### config.mk
export PLATFORM = sky130hd
export DESIGN_NAME = exact_division_odd_mod_2_32
export DESIGN_NICKNAME = d
export VERILOG_FILES = /design/src/rtl/exdiv_pkg.sv /design/src/rtl/exdiv_ctrl.sv /design/src/rtl/exdiv_dp.sv /design/src/rtl/exact_division_odd_mod_2_32.sv
export VERILOG_INCLUDE_DIRS = /design/src /design/src/rtl
export SDC_FILE = /design/constraint.sdc
export NUM_CORES = 1
export LEC_CHECK = 0
export BUFFER_PORTS_ARGS = -buffer_cell sky130_fd_sc_hd__buf_4
export CORE_MARGIN = 5
export CORE_UTILIZATION = 52
export CTS_CLUSTER_DIAMETER = 100
export DETAILED_ROUTE_END_ITERATION = 16
export PLACE_DENSITY = 0.86
export SLEW_MARGIN = 15
export SYNTH_ARGS = -nofsm -noshare
export SYNTH_HDL_FRONTEND = slang
export SYNTH_HIERARCHICAL = 1
export SYNTH_SLANG_ARGS = --single-unit
export TNS_END_PERCENT = 5
### constraint.sdc
create_clock -name clk -period 3.5 [get_ports clk]
set_clock_uncertainty 0.05 [all_clocks]
set_input_delay 0.35 -clock clk [delete_from_list [all_inputs] [get_ports clk]]
set_output_delay 0.35 -clock clk [all_outputs]
set_load 0.02 [all_outputs]
### src/rtl/exact_division_odd_mod_2_32_defines.svh
// ----------------------------------------------------------------------------
// Assertion macros for the exact division block
// Shared helpers for clocked checks that are disabled while reset is held.
// ----------------------------------------------------------------------------
`ifndef EXACT_DIVISION_ODD_MOD_2_32_DEFINES_SVH
`define EXACT_DIVISION_ODD_MOD_2_32_DEFINES_SVH

// Checks a property on every rising edge of clk outside reset.
`define EXDIV_ASSERT(lbl, prop, msg) \
    lbl: assert property (@(posedge clk) disable iff (!rst_n) prop) else $error(msg);

// Checks that a condition never holds on a rising edge of clk outside reset.
`define EXDIV_NEVER(lbl, cond, msg) \
    lbl: assert property (@(posedge clk) disable iff (!rst_n) !(cond)) else $error(msg);

`endif

### src/rtl/exdiv_pkg.sv
// ----------------------------------------------------------------------------
// Exact division package
// Widths and the command and status bundles between controller and datapath.
// ----------------------------------------------------------------------------
package exdiv_pkg;

    localparam int DW    = 32;
    localparam int CNT_W = $clog2(DW);

    typedef logic [DW-1:0] word_t;

    typedef struct packed {
        logic load;     // take a new dividend and divisor
        logic step;     // one quotient bit
        logic publish;  // move the finished quotient to the output register
    } dp_cmd_t;

    typedef struct packed {
        logic last_step; // the step under way yields the top quotient bit
        logic out_busy;  // the output register holds a beat that is not taken
    } dp_stat_t;

endpackage

### src/rtl/exdiv_ctrl.sv
// ----------------------------------------------------------------------------
// Exact division controller
// Sequences load, the bit steps and the hand-over to the output register.
// ----------------------------------------------------------------------------
module exdiv_ctrl (
    input  logic                clk,
    input  logic                rst_n,
    input  logic                in_valid,
    output logic                in_ready,
    input  exdiv_pkg::dp_stat_t stat,
    output exdiv_pkg::dp_cmd_t  cmd
);
    import exdiv_pkg::*;

    typedef enum logic [1:0] {
        ST_IDLE,
        ST_RUN,
        ST_FINISH
    } state_t;

    state_t state_reg;
    state_t state_next;

    assign in_ready = (state_reg == ST_IDLE);

    always_comb
    begin
        state_next  = state_reg;
        cmd         = '0;
        case (state_reg)
            ST_IDLE:
            begin
                if (in_valid)
                begin
                    cmd.load   = 1'b1;
                    state_next = ST_RUN;
                end
            end
            ST_RUN:
            begin
                cmd.step = 1'b1;
                if (stat.last_step)
                begin
                    state_next = ST_FINISH;
                end
            end
            ST_FINISH:
            begin
                if (!stat.out_busy)
                begin
                    cmd.publish = 1'b1;
                    state_next  = ST_IDLE;
                end
            end
            default:
            begin
                state_next = ST_IDLE;
            end
        endcase
    end

    always_ff @(posedge clk or negedge rst_n)
    begin
        if (!rst_n)
        begin
            state_reg <= ST_IDLE;
        end
        else
        begin
            state_reg <= state_next;
        end
    end

endmodule

### src/rtl/exdiv_dp.sv
// ----------------------------------------------------------------------------
// Exact division datapath
// Produces the quotient one bit a cycle, lowest bit first, by Hensel division.
// ----------------------------------------------------------------------------
module exdiv_dp (
    input  logic                clk,
    input  logic                rst_n,
    input  exdiv_pkg::word_t    dividend,
    input  exdiv_pkg::word_t    divisor,
    input  exdiv_pkg::dp_cmd_t  cmd,
    output exdiv_pkg::dp_stat_t stat,
    output exdiv_pkg::word_t    quotient,
    output logic                even_flag,
    output logic                out_valid,
    input  logic                out_ready
);
    import exdiv_pkg::*;

    word_t            rem_reg;
    word_t            rem_next;
    word_t            div_reg;
    word_t            q_reg;
    logic [CNT_W-1:0] cnt_reg;
    logic             even_reg;
    word_t            out_q_reg;
    logic             out_even_reg;
    logic             out_valid_reg;

    // With an odd divisor the low remainder bit is the next quotient bit;
    // subtracting the divisor clears it, so the remainder can shift down.
    always_comb
    begin
        if (rem_reg[0])
        begin
            rem_next = (rem_reg - div_reg) >> 1;
        end
        else
        begin
            rem_next = rem_reg >> 1;
        end
    end

    assign stat.last_step = (cnt_reg == CNT_W'(DW - 1));
    assign stat.out_busy  = out_valid_reg && !out_ready;

    always_ff @(posedge clk)
    begin
        if (cmd.load)
        begin
            rem_reg  <= dividend;
            div_reg  <= divisor;
            even_reg <= ~divisor[0];
        end
        else if (cmd.step)
        begin
            rem_reg <= rem_next;
            q_reg   <= {rem_reg[0], q_reg[DW-1:1]};
        end
        if (cmd.publish)
        begin
            out_q_reg    <= even_reg ? '0 : q_reg;
            out_even_reg <= even_reg;
        end
    end

    always_ff @(posedge clk or negedge rst_n)
    begin
        if (!rst_n)
        begin
            cnt_reg       <= '0;
            out_valid_reg <= 1'b0;
        end
        else
        begin
            if (cmd.load)
            begin
                cnt_reg <= '0;
            end
            else if (cmd.step)
            begin
                cnt_reg <= cnt_reg + 1'b1;
            end
            if (cmd.publish)
            begin
                out_valid_reg <= 1'b1;
            end
            else if (out_ready)
            begin
                out_valid_reg <= 1'b0;
            end
        end
    end

    assign quotient  = out_q_reg;
    assign even_flag = out_even_reg;
    assign out_valid = out_valid_reg;

endmodule

### src/rtl/exact_division_odd_mod_2_32.sv
// An accepted input beat runs through the quotient loop, one bit per cycle, and its
// quotient goes to the output register once it is free; then a new beat is taken.
// The output register lets a result wait while the next item is computed.
// Reset (rst_n, asynchronous, active low) clears the controller and output valid.
// ----------------------------------------------------------------------------
// Exact division by an odd divisor modulo 2^32
// Returns q = dividend / divisor for an odd divisor; flags an even one and returns zero.
// ----------------------------------------------------------------------------
`include "exact_division_odd_mod_2_32_defines.svh"

module exact_division_odd_mod_2_32 (
    input  logic                       clk,
    input  logic                       rst_n,
    input  logic                       s_axis_tvalid,
    output logic                       s_axis_tready,
    input  logic [2*exdiv_pkg::DW-1:0] s_axis_tdata,  // dividend_value, divisor_value
    output logic                       m_axis_tvalid,
    input  logic                       m_axis_tready,
    output logic [exdiv_pkg::DW-1:0]   m_axis_tdata,  // quotient_value
    output logic [0:0]                 m_axis_tuser   // divisor_even_flag
);
    import exdiv_pkg::*;

    dp_cmd_t  cmd;
    dp_stat_t stat;

    exdiv_ctrl u_ctrl (
        .clk      (clk),
        .rst_n    (rst_n),
        .in_valid (s_axis_tvalid),
        .in_ready (s_axis_tready),
        .stat     (stat),
        .cmd      (cmd)
    );

    exdiv_dp u_dp (
        .clk       (clk),
        .rst_n     (rst_n),
        .dividend  (s_axis_tdata[DW-1:0]),
        .divisor   (s_axis_tdata[2*DW-1:DW]),
        .cmd       (cmd),
        .stat      (stat),
        .quotient  (m_axis_tdata),
        .even_flag (m_axis_tuser[0]),
        .out_valid (m_axis_tvalid),
        .out_ready (m_axis_tready)
    );

    `EXDIV_ASSERT(a_publish_valid, cmd.publish |=> m_axis_tvalid, "publish did not raise tvalid")
    `EXDIV_ASSERT(a_even_zero, (m_axis_tvalid && m_axis_tuser[0]) |-> (m_axis_tdata == '0), "even divisor with non-zero quotient")
    `EXDIV_ASSERT(a_busy_after_accept, (s_axis_tvalid && s_axis_tready) |=> !s_axis_tready, "accepted a beat while busy")
    `EXDIV_NEVER(a_cmd_clash, cmd.load && (cmd.step || cmd.publish), "load issued with another command")

endmodule

==> metrics.txt <==
outcome finished, final reports clean; Inserted Clock Buffers 17; Die Ht 126 um; Worst EP arrival 3.07 ns; worst hold path class in -> reg; vias in the first global route 4,940; Detailed Place HPWL 10.1 mm; area leader, netlist edfxtp_1; most common cell after layout, fill and taps aside edfxtp_1; synthesized netlist cell count 599; final setup violation count 0; Setup CP Type reg -> reg; Most used DFF post-synth edfxtp_1; adder-cell share of the synthesized area 0.0599; most frequent cells in the layout 130 x edfxtp_1, 106 x buf_4, 52 x nand2_1, 46 x o21ai_0; Tot GR Track Use 0.184; pin count of the biggest net entering global routing 64; via/cell ratio 5.40; Worst-path clk slew 0.06 ns; First-pass DRT Iterations 5; Skew-Pair Late Insertion Delay 0.42 ns; Seq/Total Area, Yosys 0.584; post-synthesis xor/xnor area fraction 0.0324; Final period util 0.841; RD Place Congestion 0.890; final wirelength 14.0 mm; crit path launch type register; Critical Path RT 3.62 ns; number of synthesized register bits 138; Synth Cell Area 7020 sq um; initial DRC count 247; minimum clock period 2.94 ns; n_diodes 0; DRC viols 0; max_cap viols 0; root buffer cell clkbuf_16; routed len/inst 15.7 um; Hold Fails Final Rpt 0; deepest level of the CTS H-tree 4; antenna violations before repair 0; Core Box Area 13,200 sq um; initial core utilization 0.530; Synth Area in Compound Gates 0.129; FMAX 340 MHz; Synth Net Count 700; largest family of logic cells by synthesized area compound AO/OA/AOI/OAI gates; Fillers 1,023; Rel. slew slack 0.354; PwrDens 912 nW/um^2; Yosys warning count 6; first-pass GRT wire length 23.5 mm; Worst VDD drop 406 uV; row cnt 42; area grow syn2layout 21.3%; Final #Nets 800; multiplexer area fraction after synthesis 0.0358; DR vias 4,794; grt ovf 0; critical path fanouts, max 4; worst slew pin tran 0.969 ns; Port Buf Inserts 102; # IOs 103; crit end category register; Cell variety after synth 55; Pleak 3.50 nW; Post-synth EDFFs 130; fin. max-slew vios 0; chip width 126 um; fin util 0.643; Synth Area in Simple Gates 0.122; CTS tree yes; RSZ-0062 raised after global routing no; maximum buffer depth of the clock tree 2; async set or reset register ratio after synthesis 0.0580; clock sinks 138; post-route ant nets 0; Synth area leaders edfxtp_1 56%, ha_1 5.7%, nor2b_1 3.7%; Worst Hold Slack 0.0528 ns; layout cells sized above 1 0.221; Synth top area share 0.556; die area 15,900 sq um; Mean Syn Cell Area 11.7 sq um
critical path: stages (launching register included):
cell	delay (ns)
edfxtp_1	0.36
nor2b_1	0.17
fa_1	0.40
nor2b_1	0.25
o31ai_2	0.11
a21oi_2	0.27
o211ai_2	0.15
o211ai_2	0.24
a21oi_4	0.11
o41ai_2	0.31
mux2i_1	0.22
nand2_1	0.06
per-layer routing:
layer	GRT usage	part of all wire	vias up
met2	0.310	0.49	153
li1	-	-	2365
met4	0.0751	0.019	0
met1	0.225	0.43	2254
met5	0	0	-
met3	0.0487	0.060	22
final timing paths:
path / from / end / slack (ns) / cells past startpoint
setup / recovery: u_dp/div_reg[0] / u_dp/rem_reg[29] / 0.56 / 11
hold / removal: s_axis_tdata[43] / u_dp/div_reg[11] / 0.05 / 1
setup reg to reg: u_dp/div_reg[0] / u_dp/rem_reg[29] / 0.56 / 11
hold reg to reg: u_dp/q_reg[31] / u_dp/q_reg[30] / 0.39 / 0
max in group asynchronous: rst_n / u_dp/cnt_reg[3] / 3.04 / 2
min in group asynchronous: rst_n / u_dp/cnt_reg[0] / 0.24 / 2
cell families (layout without fill, tap and decap cells):
| group | Yosys count | in the layout |
|---|---|---|
| AO/OA/AOI/OAI | 136 | 136 |
| XOR/XNOR | 26 | 26 |
| adder cells (fa/ha/maj) | 33 | 33 |
| buffers and inverters | 67 | 180 |
| flip-flops | 138 | 138 |
| multiplexers | 25 | 25 |
| AND/OR/NAND/NOR | 174 | 174 |
through the flow:
| step | area, sq um | setup TNS (ns) | setup slack, ns | cells | power [W] |
|---|---|---|---|---|---|
| floorplan | 7030 | -1.42 | -0.0442 | 599 | 0.00534 |
| global placement | 7950 | 0 | 0.692 | 855 | 0.00596 |
| detailed placement | 7950 | 0 | 0.604 | 855 | 0.00610 |
| CTS | 8520 | 0 | 0.560 | 888 | 0.00782 |
| global route | 8520 | 0 | 0.335 | 888 | 0.00832 |
| finish | 8520 | 0 | 0.556 | 888 | 0.00777 |
repair_timing:
action | 4_1_cts | 5_1_grt
hold buffers | 1 | 0
gates resized for setup | 0 | 0
setup buffers | 0 | 0
setup endpoints to repair | 0 | 0
hold endpoints to repair | 8 | 0
synth_stat cells (3+ instances only):
cell,n
nand2b_1,4
nand2_1,52
edfxtp_1,130
nor3b_1,4
dfrtp_1,8
and3_1,3
o21ai_0,46
xnor2_1,16
nand3_1,7
a21o_1,8
a22oi_1,6
o21bai_1,8
mux2i_1,24
ha_1,32
clkbuf_1,23
inv_1,41
a21oi_1,40
nor3_1,10
nand4_1,8
nor2b_1,42
nor2_1,37
xor2_1,10
layout make-up:
class                           instances  area (sq um)  area share
Timing Repair Buffer                  107           806      0.0946
Inverter                               41           154      0.0181
Clock buffer                           18           429      0.0504
Sequential cell                       138          4100       0.482
Clock inverter                         14           128      0.0150
Multi-Input combinational cell        394          2680       0.314
Tap cell                              176           220      0.0259
power breakdown:
group	switching, W	total, W	internal (W)
clock	0.000728	0.00166	0.000935
combinational	0.00189	0.00322	0.00133
sequential	0.000270	0.00289	0.00262
total	0.00289	0.00777	0.00488
Note: power is estimated with default switching activity, not from simulation.
